$ cat src/rtl/core/tccc_pkg.sv
`default_nettype none

package tccc_pkg;

    typedef enum logic [1:0] {
        PH_IDLE = 2'd0,
        PH_SYN  = 2'd1,
        PH_EST  = 2'd2,
        PH_FIN  = 2'd3
    } t_phase;

    typedef enum logic [1:0] {
        K_SINGLE = 2'd0,
        K_HSHAKE = 2'd1,
        K_FINACK = 2'd2
    } t_kind;

    localparam logic [1:0] ACT_OPEN = 2'd0;
    localparam logic [1:0] ACT_SEG  = 2'd1;
    localparam logic [1:0] ACT_TICK = 2'd2;

    localparam logic [1:0] CFG_TIMEOUT = 2'd0;
    localparam logic [1:0] CFG_RETRY   = 2'd1;
    localparam logic [1:0] CFG_REPEAT  = 2'd2;
    localparam logic [1:0] CFG_REQLEN  = 2'd3;

    localparam logic [7:0] FL_FIN    = 8'h01;
    localparam logic [7:0] FL_SYN    = 8'h02;
    localparam logic [7:0] FL_ACK    = 8'h10;
    localparam logic [7:0] FL_SYNACK = 8'h12;
    localparam logic [7:0] FL_PSHACK = 8'h18;
    localparam logic [7:0] FL_FINACK = 8'h11;

    localparam logic [2:0] ST_NONE    = 3'd0;
    localparam logic [2:0] ST_WARN    = 3'd1;
    localparam logic [2:0] ST_DONE    = 3'd2;
    localparam logic [2:0] ST_RESTART = 3'd3;
    localparam logic [2:0] ST_FAIL    = 3'd4;

    localparam logic [6:0] IP6_HDR_BYTES = 7'd40;

    typedef struct packed {
        t_kind       kind;
        logic        seg;
        logic [7:0]  flags;
        logic [31:0] seq;
        logic [31:0] ack;
        logic [10:0] plen;
        logic [2:0]  status;
    } t_cmd;

    typedef struct packed {
        logic        seg;
        logic [7:0]  flags;
        logic [31:0] seq;
        logic [31:0] ack;
        logic [10:0] plen;
        logic [2:0]  status;
        logic        last;
    } t_res;

endpackage

`default_nettype wire

$ cat src/rtl/core/tcp_client_connection_controller.sv
// Channel  | Ports                               | Transfer when
// ---------+-------------------------------------+---------------------------
// input    | i_push, o_full, i_action..          | i_push high, o_full low
// result   | o_empty, i_pop, o_has_segment..     | i_pop high, o_empty low
// config   | i_cfg_we, i_cfg_addr, i_cfg_data    | i_cfg_we high
//
// An input item is classified in the cycle it is accepted and leaves at most one
// command in a small queue; the result generator then emits one result per cycle into
// the output register while popped: one for most items, repeat_count+1 for a FIN-ACK
// and 2*(repeat_count+1) for a completed handshake. Input is taken every cycle
// while the queue has room. Reset is synchronous and empties queue and output.
// A pop held low stalls the generator, then the queue fills and o_full rises.
`default_nettype none

module tcp_client_connection_controller #(
    parameter int QUEUE_DEPTH = 4
) (
    input  wire logic        i_clk,
    input  wire logic        i_rst_n,
    input  wire logic        i_push,
    output logic             o_full,
    input  wire logic [1:0]  i_action,
    input  wire logic [31:0] i_initial_seq,
    input  wire logic [7:0]  i_rx_flags,
    input  wire logic [31:0] i_rx_seq,
    input  wire logic [31:0] i_rx_ack,
    input  wire logic [3:0]  i_rx_data_offset,
    input  wire logic [15:0] i_rx_total_length,
    output logic             o_empty,
    input  wire logic        i_pop,
    output logic             o_has_segment,
    output logic [7:0]       o_tx_flags,
    output logic [31:0]      o_tx_seq,
    output logic [31:0]      o_tx_ack,
    output logic [10:0]      o_tx_payload_length,
    output logic [2:0]       o_status,
    output logic             o_last,
    input  wire logic        i_cfg_we,
    input  wire logic [1:0]  i_cfg_addr,
    input  wire logic [10:0] i_cfg_data
);

    logic [7:0]  r_timeout_ticks;
    logic [9:0]  r_retry_limit;
    logic [3:0]  r_repeat_count;
    logic [10:0] r_request_length;

    logic           accept;
    logic           cmd_valid;
    tccc_pkg::t_cmd cmd;
    logic           q_empty;
    logic           q_pop;
    tccc_pkg::t_cmd q_data;
    tccc_pkg::t_res res;

    always_ff @(posedge i_clk) begin
        if (!i_rst_n) begin
            r_timeout_ticks  <= 8'd2;
            r_retry_limit    <= 10'd100;
            r_repeat_count   <= 4'd10;
            r_request_length <= 11'd18;
        end else if (i_cfg_we) begin
            unique case (i_cfg_addr)
                tccc_pkg::CFG_TIMEOUT: r_timeout_ticks  <= i_cfg_data[7:0];
                tccc_pkg::CFG_RETRY:   r_retry_limit    <= i_cfg_data[9:0];
                tccc_pkg::CFG_REPEAT:  r_repeat_count   <= i_cfg_data[3:0];
                tccc_pkg::CFG_REQLEN:  r_request_length <= i_cfg_data;
                default: begin
                end
            endcase
        end
    end

    assign accept = i_push && !o_full;

    tccc_front u_front (
        .i_clk             (i_clk),
        .i_rst_n           (i_rst_n),
        .i_valid           (accept),
        .i_action          (i_action),
        .i_initial_seq     (i_initial_seq),
        .i_rx_flags        (i_rx_flags),
        .i_rx_seq          (i_rx_seq),
        .i_rx_ack          (i_rx_ack),
        .i_rx_data_offset  (i_rx_data_offset),
        .i_rx_total_length (i_rx_total_length),
        .i_timeout_ticks   (r_timeout_ticks),
        .i_retry_limit     (r_retry_limit),
        .i_request_length  (r_request_length),
        .o_cmd_valid       (cmd_valid),
        .o_cmd             (cmd)
    );

    tccc_queue #(
        .DEPTH (QUEUE_DEPTH)
    ) u_queue (
        .i_clk   (i_clk),
        .i_rst_n (i_rst_n),
        .i_push  (cmd_valid),
        .i_data  (cmd),
        .o_full  (o_full),
        .i_pop   (q_pop),
        .o_empty (q_empty),
        .o_data  (q_data)
    );

    tccc_back u_back (
        .i_clk          (i_clk),
        .i_rst_n        (i_rst_n),
        .i_cmd_empty    (q_empty),
        .i_cmd          (q_data),
        .o_cmd_pop      (q_pop),
        .i_repeat_count (r_repeat_count),
        .o_empty        (o_empty),
        .i_pop          (i_pop),
        .o_res          (res)
    );

    assign o_has_segment       = res.seg;
    assign o_tx_flags          = res.flags;
    assign o_tx_seq            = res.seq;
    assign o_tx_ack            = res.ack;
    assign o_tx_payload_length = res.plen;
    assign o_status            = res.status;
    assign o_last              = res.last;

endmodule

`default_nettype wire

$ cat src/rtl/core/tccc_front.sv
`default_nettype none

module tccc_front (
    input  wire                logic        i_clk,
    input  wire                logic        i_rst_n,
    input  wire                logic        i_valid,
    input  wire                logic [1:0]  i_action,
    input  wire                logic [31:0] i_initial_seq,
    input  wire                logic [7:0]  i_rx_flags,
    input  wire                logic [31:0] i_rx_seq,
    input  wire                logic [31:0] i_rx_ack,
    input  wire                logic [3:0]  i_rx_data_offset,
    input  wire                logic [15:0] i_rx_total_length,
    input  wire                logic [7:0]  i_timeout_ticks,
    input  wire                logic [9:0]  i_retry_limit,
    input  wire                logic [10:0] i_request_length,
    output logic                            o_cmd_valid,
    output tccc_pkg::t_cmd                  o_cmd
);

    tccc_pkg::t_phase r_phase, n_phase;
    logic [31:0] r_cs, n_cs;
    logic [31:0] r_na, n_na;
    logic [7:0]  r_tsp, n_tsp;
    logic [9:0]  r_rc, n_rc;
    logic        r_ds, n_ds;

    logic [6:0]  hdr;
    logic        has_data;
    logic [15:0] dlen;
    logic [7:0]  tsp_inc;
    logic [9:0]  rc_inc;

    assign hdr      = tccc_pkg::IP6_HDR_BYTES + {1'b0, i_rx_data_offset, 2'b00};
    assign has_data = i_rx_total_length > {9'd0, hdr};
    assign dlen     = i_rx_total_length - {9'd0, hdr};
    assign tsp_inc  = (r_tsp != 8'hFF) ? r_tsp + 8'd1 : r_tsp;
    assign rc_inc   = (r_rc != 10'h3FF) ? r_rc + 10'd1 : r_rc;

    always_ff @(posedge i_clk) begin
        if (!i_rst_n) begin
            r_phase <= tccc_pkg::PH_IDLE;
            r_cs    <= '0;
            r_na    <= '0;
            r_tsp   <= '0;
            r_rc    <= '0;
            r_ds    <= 1'b0;
        end else begin
            r_phase <= n_phase;
            r_cs    <= n_cs;
            r_na    <= n_na;
            r_tsp   <= n_tsp;
            r_rc    <= n_rc;
            r_ds    <= n_ds;
        end
    end

    always_comb begin
        n_phase      = r_phase;
        n_cs         = r_cs;
        n_na         = r_na;
        n_tsp        = r_tsp;
        n_rc         = r_rc;
        n_ds         = r_ds;
        o_cmd_valid  = 1'b0;
        o_cmd        = '0;
        o_cmd.kind   = tccc_pkg::K_SINGLE;
        if (i_valid) begin
            unique case (i_action)
                tccc_pkg::ACT_OPEN: begin
                    n_cs        = i_initial_seq;
                    n_na        = '0;
                    n_tsp       = '0;
                    n_rc        = '0;
                    n_ds        = 1'b0;
                    n_phase     = tccc_pkg::PH_SYN;
                    o_cmd_valid = 1'b1;
                    o_cmd.seg   = 1'b1;
                    o_cmd.flags = tccc_pkg::FL_SYN;
                    o_cmd.seq   = i_initial_seq;
                end
                tccc_pkg::ACT_SEG: begin
                    if (r_phase == tccc_pkg::PH_SYN &&
                        (i_rx_flags & tccc_pkg::FL_SYNACK) == tccc_pkg::FL_SYNACK) begin
                        n_cs         = i_rx_ack + {21'd0, i_request_length};
                        n_na         = i_rx_seq + 32'd1;
                        n_phase      = tccc_pkg::PH_EST;
                        n_tsp        = '0;
                        o_cmd_valid  = 1'b1;
                        o_cmd.kind   = tccc_pkg::K_HSHAKE;
                        o_cmd.seg    = 1'b1;
                        o_cmd.flags  = tccc_pkg::FL_ACK;
                        o_cmd.seq    = i_rx_ack;
                        o_cmd.ack    = i_rx_seq + 32'd1;
                        o_cmd.plen   = i_request_length;
                        o_cmd.status = (i_rx_ack != r_cs + 32'd1) ?
                                       tccc_pkg::ST_WARN : tccc_pkg::ST_NONE;
                    end else if (r_phase == tccc_pkg::PH_EST &&
                                 (i_rx_flags & tccc_pkg::FL_ACK) != 8'd0) begin
                        if (has_data) begin
                            n_ds         = 1'b1;
                            n_na         = i_rx_seq + {16'd0, dlen};
                            o_cmd_valid  = 1'b1;
                            o_cmd.seg    = 1'b1;
                            o_cmd.flags  = tccc_pkg::FL_ACK;
                            o_cmd.seq    = r_cs;
                            o_cmd.ack    = i_rx_seq + {16'd0, dlen};
                            if ((i_rx_flags & tccc_pkg::FL_FIN) != 8'd0) begin
                                n_phase      = tccc_pkg::PH_FIN;
                                o_cmd.status = tccc_pkg::ST_DONE;
                            end
                        end else if ((i_rx_flags & tccc_pkg::FL_FIN) != 8'd0) begin
                            n_na         = i_rx_seq + 32'd1;
                            o_cmd_valid  = 1'b1;
                            o_cmd.kind   = tccc_pkg::K_FINACK;
                            o_cmd.seg    = 1'b1;
                            o_cmd.flags  = tccc_pkg::FL_FINACK;
                            o_cmd.seq    = r_cs;
                            o_cmd.ack    = i_rx_seq + 32'd1;
                            o_cmd.status = r_ds ? tccc_pkg::ST_DONE : tccc_pkg::ST_NONE;
                            if (r_ds) begin
                                n_phase = tccc_pkg::PH_FIN;
                            end
                        end
                    end
                end
                tccc_pkg::ACT_TICK: begin
                    if (r_phase == tccc_pkg::PH_SYN || r_phase == tccc_pkg::PH_EST) begin
                        n_tsp = tsp_inc;
                        if (tsp_inc >= i_timeout_ticks) begin
                            n_tsp = '0;
                            if (r_phase == tccc_pkg::PH_SYN) begin
                                n_phase      = tccc_pkg::PH_IDLE;
                                o_cmd_valid  = 1'b1;
                                o_cmd.status = tccc_pkg::ST_RESTART;
                            end else begin
                                n_rc = rc_inc;
                                if (rc_inc >= i_retry_limit) begin
                                    n_phase      = tccc_pkg::PH_FIN;
                                    o_cmd_valid  = 1'b1;
                                    o_cmd.status = tccc_pkg::ST_FAIL;
                                end
                            end
                        end
                    end
                end
                default: begin
                end
            endcase
        end
    end

endmodule

`default_nettype wire

$ cat src/rtl/core/tccc_queue.sv
`default_nettype none

module tccc_queue #(
    parameter int DEPTH = 4
) (
    input  wire            logic i_clk,
    input  wire            logic i_rst_n,
    input  wire            logic i_push,
    input  tccc_pkg::t_cmd       i_data,
    output logic                 o_full,
    input  wire            logic i_pop,
    output logic                 o_empty,
    output tccc_pkg::t_cmd       o_data
);

    localparam int AW = $clog2(DEPTH);
    localparam int CW = $clog2(DEPTH + 1);

    tccc_pkg::t_cmd r_mem [DEPTH];
    logic [AW-1:0] r_wr, r_rd;
    logic [CW-1:0] r_count;
    logic          do_push, do_pop;

    assign o_full  = r_count == CW'(DEPTH);
    assign o_empty = r_count == '0;
    assign do_push = i_push && !o_full;
    assign do_pop  = i_pop && !o_empty;
    assign o_data  = r_mem[r_rd];

    always_ff @(posedge i_clk) begin
        if (do_push) begin
            r_mem[r_wr] <= i_data;
        end
    end

    always_ff @(posedge i_clk) begin
        if (!i_rst_n) begin
            r_wr    <= '0;
            r_rd    <= '0;
            r_count <= '0;
        end else begin
            if (do_push) begin
                r_wr <= (r_wr == AW'(DEPTH - 1)) ? '0 : r_wr + AW'(1);
            end
            if (do_pop) begin
                r_rd <= (r_rd == AW'(DEPTH - 1)) ? '0 : r_rd + AW'(1);
            end
            if (do_push && !do_pop) begin
                r_count <= r_count + CW'(1);
            end else if (do_pop && !do_push) begin
                r_count <= r_count - CW'(1);
            end
        end
    end

endmodule

`default_nettype wire

$ cat src/rtl/core/tccc_back.sv
`default_nettype none

module tccc_back (
    input  wire            logic       i_clk,
    input  wire            logic       i_rst_n,
    input  wire            logic       i_cmd_empty,
    input  tccc_pkg::t_cmd             i_cmd,
    output logic                       o_cmd_pop,
    input  wire            logic [3:0] i_repeat_count,
    output logic                       o_empty,
    input  wire            logic       i_pop,
    output tccc_pkg::t_res             o_res
);

    tccc_pkg::t_cmd r_cmd;
    logic           r_busy;
    logic [4:0]     r_idx;
    tccc_pkg::t_res r_out;
    logic           r_out_valid;

    tccc_pkg::t_res res;
    logic           final_one;
    logic           adv;
    logic           second_half;

    assign adv         = r_busy && (!r_out_valid || i_pop);
    assign second_half = r_idx > {1'b0, i_repeat_count};
    assign o_cmd_pop   = !i_cmd_empty && (!r_busy || (adv && final_one));
    assign o_empty     = !r_out_valid;
    assign o_res       = r_out;

    always_comb begin
        res        = '0;
        res.seg    = r_cmd.seg;
        res.flags  = r_cmd.flags;
        res.seq    = r_cmd.seq;
        res.ack    = r_cmd.ack;
        final_one  = 1'b1;
        unique case (r_cmd.kind)
            tccc_pkg::K_HSHAKE: begin
                final_one = r_idx == {i_repeat_count, 1'b1};
                if (second_half) begin
                    res.flags = tccc_pkg::FL_PSHACK;
                    res.plen  = r_cmd.plen;
                end
                res.status = (r_idx == 5'd0) ? r_cmd.status : tccc_pkg::ST_NONE;
            end
            tccc_pkg::K_FINACK: begin
                final_one  = r_idx == {1'b0, i_repeat_count};
                res.status = final_one ? r_cmd.status : tccc_pkg::ST_NONE;
            end
            default: begin
                res.plen   = r_cmd.plen;
                res.status = r_cmd.status;
            end
        endcase
        res.last = final_one;
    end

    always_ff @(posedge i_clk) begin
        if (o_cmd_pop) begin
            r_cmd <= i_cmd;
        end
        if (adv) begin
            r_out <= res;
        end
        if (o_cmd_pop) begin
            r_idx <= '0;
        end else if (adv) begin
            r_idx <= r_idx + 5'd1;
        end
    end

    always_ff @(posedge i_clk) begin
        if (!i_rst_n) begin
            r_busy      <= 1'b0;
            r_out_valid <= 1'b0;
        end else begin
            if (o_cmd_pop) begin
                r_busy <= 1'b1;
            end else if (adv && final_one) begin
                r_busy <= 1'b0;
            end
            if (adv) begin
                r_out_valid <= 1'b1;
            end else if (i_pop) begin
                r_out_valid <= 1'b0;
            end
        end
    end

endmodule

`default_nettype wire

$ cat config.mk
export PLATFORM = sky130hd
export DESIGN_NAME = tcp_client_connection_controller
export DESIGN_NICKNAME = d
export VERILOG_FILES = /design/src/rtl/core/tccc_pkg.sv /design/src/rtl/core/tcp_client_connection_controller.sv /design/src/rtl/core/tccc_front.sv /design/src/rtl/core/tccc_queue.sv /design/src/rtl/core/tccc_back.sv
export SDC_FILE = /design/constraint.sdc
export NUM_CORES = 1
export LEC_CHECK = 0
export ABC_AREA = 0
export BUFFER_PORTS_ARGS = -buffer_cell sky130_fd_sc_hd__buf_2
export CAP_MARGIN = 25
export CORE_UTILIZATION = 50
export CTS_BUF_LIST = sky130_fd_sc_hd__clkbuf_16
export CTS_CLUSTER_DIAMETER = 50
export DETAILED_ROUTE_END_ITERATION = 8
export HOLD_SLACK_MARGIN = 0.1
export PLACE_DENSITY = 0.68
export SYNTH_ARGS = -nofsm -noshare
export SYNTH_HDL_FRONTEND = slang
export SYNTH_HIERARCHICAL = 1
export SYNTH_SLANG_ARGS = --single-unit
$ cat constraint.sdc
create_clock -name i_clk -period 20.1 [get_ports i_clk]
set_input_delay 0 -clock i_clk [delete_from_list [all_inputs] [get_ports i_clk]]
set_output_delay 0 -clock i_clk [all_outputs]
set_load 0.005 [all_outputs]
==> results of run 1 <==
==> metal layers <==
layer | vias to the layer above | share of wire (%)
met3 | 157 | 6.7
met2 | 843 | 48
met5 | - | 0.038
met1 | 9866 | 42
li1 | 9021 | -
met4 | 4 | 2.8
==> power breakdown <==
group / switching [uW] / internal [uW] / leakage (uW)
Clock: 535 / 784 / 0.00121
Sequential: 94.1 / 1700 / 0.00585
Combinational: 405 / 281 / 0.00552
Total: 1030 / 2760 / 0.0126
==> through the flow <==
step                power [uW]  hold WS (ps)  util, %  area, sq um  setup slack (ps)
floorplan                 2240           117        -        29200             13010
global placement          2460           287     53.6        30900             14080
detailed placement        2480           299     53.6        30900             14030
CTS                       3830           102     60.8        35100             13950
global route              3950           169     60.8        35100             13570
finish                    3800           117     60.8        35100             13950
==> worst max-delay path by stage <==
stage	start	cells after the start	endpoint	slack (ps)
after CTS	u_front/r_rc[0]$_SDFFE_PN0P_	15	u_queue/r_mem[3][88]$_DFFE_PP_	13950
after floorplan	u_back/r_idx[0]$_SDFFE_PP0P_	14	u_queue/r_count[2]$_SDFFE_PN0P_	13010
final	u_front/r_rc[0]$_SDFFE_PN0P_	15	u_queue/r_mem[3][1]$_DFFE_PP_	13950
after detailed placement	u_front/r_rc[0]$_SDFFE_PN0P_	15	u_queue/r_mem[3][0]$_DFFE_PP_	14030
after global routing	u_front/r_rc[0]$_SDFFE_PN0P_	15	u_queue/r_mem[3][0]$_DFFE_PP_	13570
after global placement	u_front/r_rc[0]$_SDFFE_PN0P_	15	u_queue/r_mem[3][0]$_DFFE_PP_	14080
==> cells by family (layout without fill, tap and decap cells) <==
| logic type | count (synthesis) | in the layout |
|---|---|---|
| DFF | 635 | 635 |
| and+or+nand+nor | 569 | 569 |
| AOI/OAI and AO/OA | 403 | 403 |
| buffers and inverters | 189 | 628 |
| muxes | 141 | 141 |
| xor gates and xnor gates | 114 | 114 |
| adders and majority gates | 82 | 82 |
| other | 1 | 7 |
==> flip-flops by register name (all words and copies together) (netlist names), named ones only <==
register and flops:
u_queue/r_wr 2, u_back/r_out_valid 1, r_retry_limit 10, u_queue/r_rd 2, u_back/r_idx 5, u_back/o_res 88
u_front/r_ds 1, u_front/r_phase 2, r_repeat_count 4, u_back/r_cmd 89, u_back/r_busy 1, r_request_length 11
u_front/r_tsp 8, u_front/r_cs 32, u_front/r_rc 10, u_queue/r_mem 356, r_timeout_ticks 8, u_queue/r_count 3
==> what timing repair did <==
action                    4_1_cts  5_1_grt
hold endpoints to repair      334        0
hold buffers                  172        0
setup buffers                   0        0
==> Yosys cell counts, types with 5 or more instances <==
cell type / count / area, sq um
edfxtp_1: 533 / 16000
nand2_1: 132 / 495
nor2_1: 118 / 443
a21oi_1: 106 / 531
dfxtp_1: 102 / 2040
mux4_2: 89 / 2000
xnor2_1: 85 / 744
ha_1: 78 / 976
clkbuf_1: 76 / 285
inv_1: 70 / 263
nand3_1: 62 / 310
o21ai_0: 53 / 265
mux2i_1: 47 / 470
nand4_1: 33 / 206
a222oi_1: 32 / 320
and2_1: 29 / 181
nor3_1: 29 / 145
xor2_1: 29 / 254
buf_2: 27 / 135
o22ai_1: 27 / 169
and3_1: 26 / 163
nor3b_1: 25 / 188
a21o_1: 24 / 180
nor2b_1: 24 / 150
o21a_1: 21 / 158
a31oi_1: 19 / 119
a211oi_1: 18 / 135
or3_1: 16 / 100
nand2b_1: 15 / 93.8
o211ai_1: 15 / 113
nor4_1: 14 / 87.6
a21boi_1: 11 / 82.6
a22oi_1: 10 / 75.1
a311oi_1: 8 / 70.1
buf_4: 7 / 52.6
and4_1: 6 / 52.6
o31ai_1: 6 / 45.0
or2_2: 6 / 37.5
a41oi_1: 5 / 43.8
mux2_2: 5 / 56.3
nand4b_1: 5 / 43.8
==> worst max-delay path: cells and delay by family, from the launching register on <==
| kind | cells | cell delay, ps |
|---|---|---|
| and+or+nand+nor | 4 | 2090 |
| AOI/OAI and AO/OA | 7 | 1420 |
| buffers and inverters | 1 | 800 |
| adders and majority gates | 2 | 550 |
| muxes | 1 | 440 |
| DFF | 1 | 430 |
==> area by class of cell <==
cell class                 instances  area [sq um]
multi-input combinational       1314         10400
fill                            4362         22600
clock buffer                      76          1900
inverter                          72           270
sequential                       635         18100
clock inverter                    55           512
timing repair buffer             425          3050
antenna                            2          5.00
tap                              765           957
==> qor.yml, run 1 <==
timing:
  fin_setup_tns_ps: 0
  slew_viol_final: 0
  worst_slew_pin_slew_ps: 1040
  slew_headroom_pct: 30.6
  finClkSkew_ps: 28.1
  grt_setup_unrepaired: "no"
  timing.fmax_mhz: 163
  setup_viol: 0
  period_needed_ps: 6150
  period_share_pct: 30.6
  hold_viol_final: 0
worst_setup_path:
  crit_type: "reg2reg"
  start_kind: "register"
  r2r_cells: 15
  rrSetupSlack_ps: 13950
  cpMaxStageDelayCell: "buf_4"
  crit_fanout: 54
  crit_arrival_ps: 6360
  rr_endpoint: "u_queue/r_mem[3][1]$_DFFE_PP_"
  cp.required_ps: 20320
  slowest_delay_ps: 800
  path_cells: "ha_1 -> nand3_1 -> nor3_1 -> mux2_2 -> ha_1 -> a21o_1 -> a21o_1 -> a211oi_1 -> o31ai_1 -> a21oi_1 -> a211o_1 -> a21oi_1 -> nor2b_1 -> and2_4 -> buf_4"
  r2r_start: "u_front/r_rc[0]$_SDFFE_PN0P_"
  endpoint_kind: "register"
routing:
  num_vias: 19891
  vias_per_cell: 5.95
  drtIter0Drc: 2031
  routed_wl_um: 73600
  wl_per_cell_um: 22.0
  first_pass_iters: 9
  postRouteAntennaNets: 0
  drc: 0
placed_design:
  placedCellCount: 3036
  place.port_buffers: 228
  place_congestion: 0.889
  hpwl_um: 47300
clock_network:
  htreeDepth: 3
  cts_resized: 0
  cts_buffers: 73
  insertion_delay_ps: 610
  cts_max_path_buffers: 3
  clk_pin_slew_worst_paths_ps: 60
  cts_tree: "built"
  clock_sinks: 635
  root_buffer: "clkbuf_16"
die:
  die_area_sq_mm: 0.0593
  core_sq_mm: 0.0577
  die_w_um: 244
  row_count: 88
  design.portCount: 234
  dieHeight_um: 244
  initial_core_util_pct: 50.6
synthesis:
  synth_fa_ha_area_share_pct: 3.62
  yosys-mux-area-fraction_pct: 8.68
  synth_compound_area_share_pct: 9.52
  synth_top_family_by_area: "simple AND/OR/NAND/NOR gates"
  synth_xor_area_share_pct: 3.42
  synth-seq-cells: 635
  yosysWarnings: 6
  ys.flop_type: "edfxtp_1"
  synth_cell_types: 89
  avgSynthCellArea_sq_um: 13.7
  ys_seq_area_share_pct: 61.9
  async_flop_share_pct: 0
  synth_cells: 2134
  synth_edf_count: 533
  synth_area_sq_mm: 0.0292
  synthSimpleGateAreaFrac_pct: 10.1
final_layout:
  layout.nets: 2747
  mostFrequentLayoutCells: "edfxtp_1 (533), buf_2 (228), dlygate4sd3_1 (172)"
  layout_commonest_cell: "edfxtp_1"
  finalNonFillerCells: 3344
  drive_above_1_share_pct: 19.2
  areaGrowthSynthToFinish_pct: 20.4
run_status:
  run_status: "finished clean"
power_and_ir_drop:
  cellLeakagePower_uw: 0.0126
  peakVddDrop_mv: 0.0801
  power_density_mw_per_mm2: 108
grt:
  grt_pass1_vias: 19783
  grt_pass1_wl_um: 112000
  grt_max_degree: 72
  grtUsageMet2_pct: 40.6
  grt.overflow.total: 0
  met1_usage_pct: 33.5
  met3_usage_pct: 3.39
  grt_usage_pct: 24.7
  antenna_found_initial: 4
  grt.busiest_layer: "met2"
run:
  cap_violations: 0
min_path:
  hold_start: "i_rx_ack[0]"
  holdPathStages: 3
  hp-class: "in2reg"
  hold_end: "u_queue/r_mem[2][46]$_DFFE_PP_"
(Power assumes the default switching activity.)
==> run 2: changes to the inputs <==
--- a/config.mk
+++ b/config.mk
@@ -5,7 +5,7 @@
 export SDC_FILE = /design/constraint.sdc
 export NUM_CORES = 1
 export LEC_CHECK = 0
-export ABC_AREA = 0
+export ABC_AREA = 1
 export BUFFER_PORTS_ARGS = -buffer_cell sky130_fd_sc_hd__buf_2
 export CAP_MARGIN = 25
 export CORE_UTILIZATION = 50
==> constraint.sdc (replaced) <==
create_clock -name i_clk -period 6.45 [get_ports i_clk]
set_input_delay 0 -clock i_clk [delete_from_list [all_inputs] [get_ports i_clk]]
set_output_delay 0 -clock i_clk [all_outputs]
set_load 0.005 [all_outputs]
==> run 2 against run 1 <==
  * Sequential power increased to 3.2 times the previous value
  * Largest power group unchanged
  * Critical path depth increased by 6
  * Highest routed layer unchanged
  * Global-route usage increased by 3.6 points
==> qor.yml, run 2 <==
final_layout:
  largest_reg_flops: 356
  layout.nets: 3737
  drive_above_1_share_pct: 13.0
  mostFrequentLayoutCells: "edfxtp_1 (533), nand2_1 (482), nor2_1 (452)"
  post-route-util_pct: 60.1
  areaGrowthSynthToFinish_pct: 17.8
  fillers: 4954
  layout_commonest_cell: "edfxtp_1"
  max_flop_register: "u_queue/r_mem"
synthesis:
  yosysMostFrequentCell: "edfxtp_1"
  ys.flop_type: "edfxtp_1"
  synth_compound_area_share_pct: 11.8
  yosysWarnings: 6
  synth_area_sq_mm: 0.0311
  yosysTopAreaCell: "edfxtp_1"
  ys_seq_area_share_pct: 58.1
  async_flop_share_pct: 0
  synthTopCellsByCount: "edfxtp_1 (533), nand2_1 (482), nor2_1 (456), inv_1 (318), o21ai_0 (206)"
  synth_xor_area_share_pct: 2.53
  synth_top_area_share_pct: 51.5
  synthSimpleGateAreaFrac_pct: 17.7
  netlist_top_cells_area: "edfxtp_1 (52%), dfxtp_1 (6.6%), nand2_1 (5.8%), nor2_1 (5.5%), inv_1 (3.8%)"
  avgSynthCellArea_sq_um: 9.77
  synth_edf_count: 533
  synth-seq-cells: 635
  synth_cells: 3179
  yosys-mux-area-fraction_pct: 0.0363
  synth_cell_types: 66
  synth_top_family_by_area: "simple AND/OR/NAND/NOR gates"
  synth_fa_ha_area_share_pct: 3.40
clock_network:
  cts_tree: "built"
  cts_hold_buf: 121
  cts_max_path_buffers: 3
  insertion_delay_ps: 620
  htreeDepth: 3
  clk_pin_slew_worst_paths_ps: 60
  clock_sinks: 635
  post_cts_buffers: 0
  cts_buffers: 71
  root_buffer: "clkbuf_16"
  cts_resized: 0
min_path:
  hold_end: "u_queue/r_mem[1][68]$_DFFE_PP_"
  hp-class: "in2reg"
  holdPathStages: 5
  hold_start: "i_rx_ack[22]"
grt:
  grt_pass1_vias: 23690
  grt_max_degree: 113
  grt_pass1_wl_um: 136000
  grt_usage_pct: 28.3
  antenna_found_initial: 7
  grt.overflow.total: 0
placed_design:
  place.port_buffers: 228
  place_congestion: 0.967
  hpwl_um: 61900
worst_setup_path:
  crit_fanout: 18
  rr_endpoint: "u_queue/r_mem[2][30]$_DFFE_PP_"
  start_kind: "register"
  endpoint_kind: "register"
  path_cells: "ha_1 -> nand2_1 -> nor2_1 -> inv_1 -> nor2_1 -> inv_1 -> nor2_1 -> nand3_2 -> mux2_2 -> ha_1 -> a21oi_1 -> o21ai_0 -> nand2_1 -> nand3_1 -> nand2_1 -> a21oi_1 -> nand2_1 -> a31oi_1 -> nand2_1 -> nor2_4 -> buf_4"
  cp.buffers_inverters: 3
  crit_type: "reg2reg"
  r2r_cells: 21
  slowest_delay_ps: 660
  r2r_start: "u_front/r_tsp[0]$_SDFFE_PN0P_"
  crit_top_cell: "nand2_1"
  cp.required_ps: 6740
  crit_arrival_ps: 5370
  path_delay_family: "simple AND/OR/NAND/NOR gates"
  cpMaxStageDelayCell: "nor2_4"
  rrSetupSlack_ps: 1370
die:
  die_w_um: 251
  core_sq_mm: 0.0608
  dieHeight_um: 251
  die_area_sq_mm: 0.0631
  row_count: 90
  initial_core_util_pct: 51.1
  design.portCount: 234
timing:
  period_share_pct: 78.8
  grt_setup_unrepaired: "no"
  timing.fmax_mhz: 197
  slew_headroom_pct: 27.0
  hold_viol_final: 0
  slew_viol_final: 0
  fin_setup_tns_ps: 0
  finClkSkew_ps: 20.2
  period_needed_ps: 5080
  worst_slew_pin_slew_ps: 1090
  setup_viol: 0
routing:
  drc: 0
  first_pass_iters: 5
  postRouteAntennaNets: 0
  drtIter0Drc: 2371
  vias_per_cell: 5.75
  num_vias: 25035
  wl_per_cell_um: 20.9
  routed_wl_um: 91000
run_status:
  run_status: "finished clean"
power_and_ir_drop:
  power_density_mw_per_mm2: 351
  cellLeakagePower_uw: 0.0138
  peakVddDrop_mv: 0.236
run:
  cap_violations: 0
-- run 2: cell types whose count changed after synthesis, moves of 38 or more --
cell     delta
mux4_2     -89
a21oi_1    +59
xnor2_1    -66
nand3_1   +105
o21ai_0   +153
mux2i_1    -47
xor2_1     +38
nand2_1   +350
o22ai_1    +80
inv_1     +248
nor2_1    +338
-- run 2: power breakdown --
group	leakage, uW	internal [uW]	switching [uW]
logic	0.00702	936	1990
registers	0.00555	5400	314
clock network	0.00122	2540	1670
total	0.0138	8880	3970
-- run 2: cell families after synthesis --
| group | count (synthesis) |
|---|---|
| XOR/XNOR | 88 |
| AND/OR/NAND/NOR | 1269 |
| adder cells (fa/ha/maj) | 82 |
| AO/OA/AOI/OAI | 642 |
| buffers and inverters | 461 |
| multiplexers | 1 |
| other | 1 |
| flip-flops | 635 |
-- run 2: worst register-to-register path: stages, from the launching register on --
cell	delay [ps]
dfxtp_1	400
ha_1	220
nand2_1	90
nor2_1	90
inv_1	60
nor2_1	80
inv_1	50
nor2_1	200
nand3_2	220
mux2_2	340
ha_1	300
a21oi_1	80
o21ai_0	180
nand2_1	100
nand3_1	190
nand2_1	130
a21oi_1	130
nand2_1	80
a31oi_1	380
nand2_1	400
nor2_4	660
buf_4	390
-- run 2: area by class of cell --
type / count / area [sq um] / area share (%)
Timing Repair Buffer: 382 / 2730 / 7.45
Clock inverter: 56 / 652 / 1.78
Tap cell: 782 / 978 / 2.68
Inverter: 334 / 1260 / 3.46
Sequential cell: 635 / 18100 / 49.4
Multi-Input combinational cell: 2087 / 11100 / 30.3
Clock buffer: 72 / 1800 / 4.93
Antenna cell: 3 / 7.51 / 0.0205
-- run 2: layer usage --
metal	wire, um	part of all wire [%]	up-vias	global-route usage [%]
met5	34	0.037	-	0
met4	2090	2.3	6	7.77
met3	7830	8.6	173	5.43
met2	41500	46	1096	43.9
met1	39600	43	12097	40.6
li1	-	-	11663	-
-- run 2: how the worst max path moves through the flow --
stage	start	end	slack [ps]	cells after the start
6_report	u_front/r_tsp[0]$_SDFFE_PN0P_	u_queue/r_mem[2][30]$_DFFE_PP_	1370	21
5_1_grt	u_front/r_tsp[0]$_SDFFE_PN0P_	u_queue/r_mem[2][30]$_DFFE_PP_	1060	21
4_1_cts	u_front/r_tsp[0]$_SDFFE_PN0P_	u_queue/r_mem[2][30]$_DFFE_PP_	1510	21
3_5_place_dp	u_front/r_tsp[0]$_SDFFE_PN0P_	u_queue/r_mem[2][30]$_DFFE_PP_	1550	21
3_3_place_gp	u_front/r_rc[0]$_SDFFE_PN0P_	u_queue/r_mem[2][28]$_DFFE_PP_	1680	21
2_1_floorplan	u_front/r_rc[0]$_SDFFE_PN0P_	u_queue/r_mem[0][0]$_DFFE_PP_	-560	20
-- run 2: per-stage QoR --
stage               worst slack, ps  total power [uW]  instances  hold slack, ps  area, sq um
global placement               1680              8510       4096             260        32800
CTS                            1510             12900       4345             114        36500
finish                         1370             12900       4351             141        36600
detailed placement             1550              8610       4096             265        32800
floorplan                      -562              7610       3183             120        31100
global route                   1060             13400       4349             152        36600
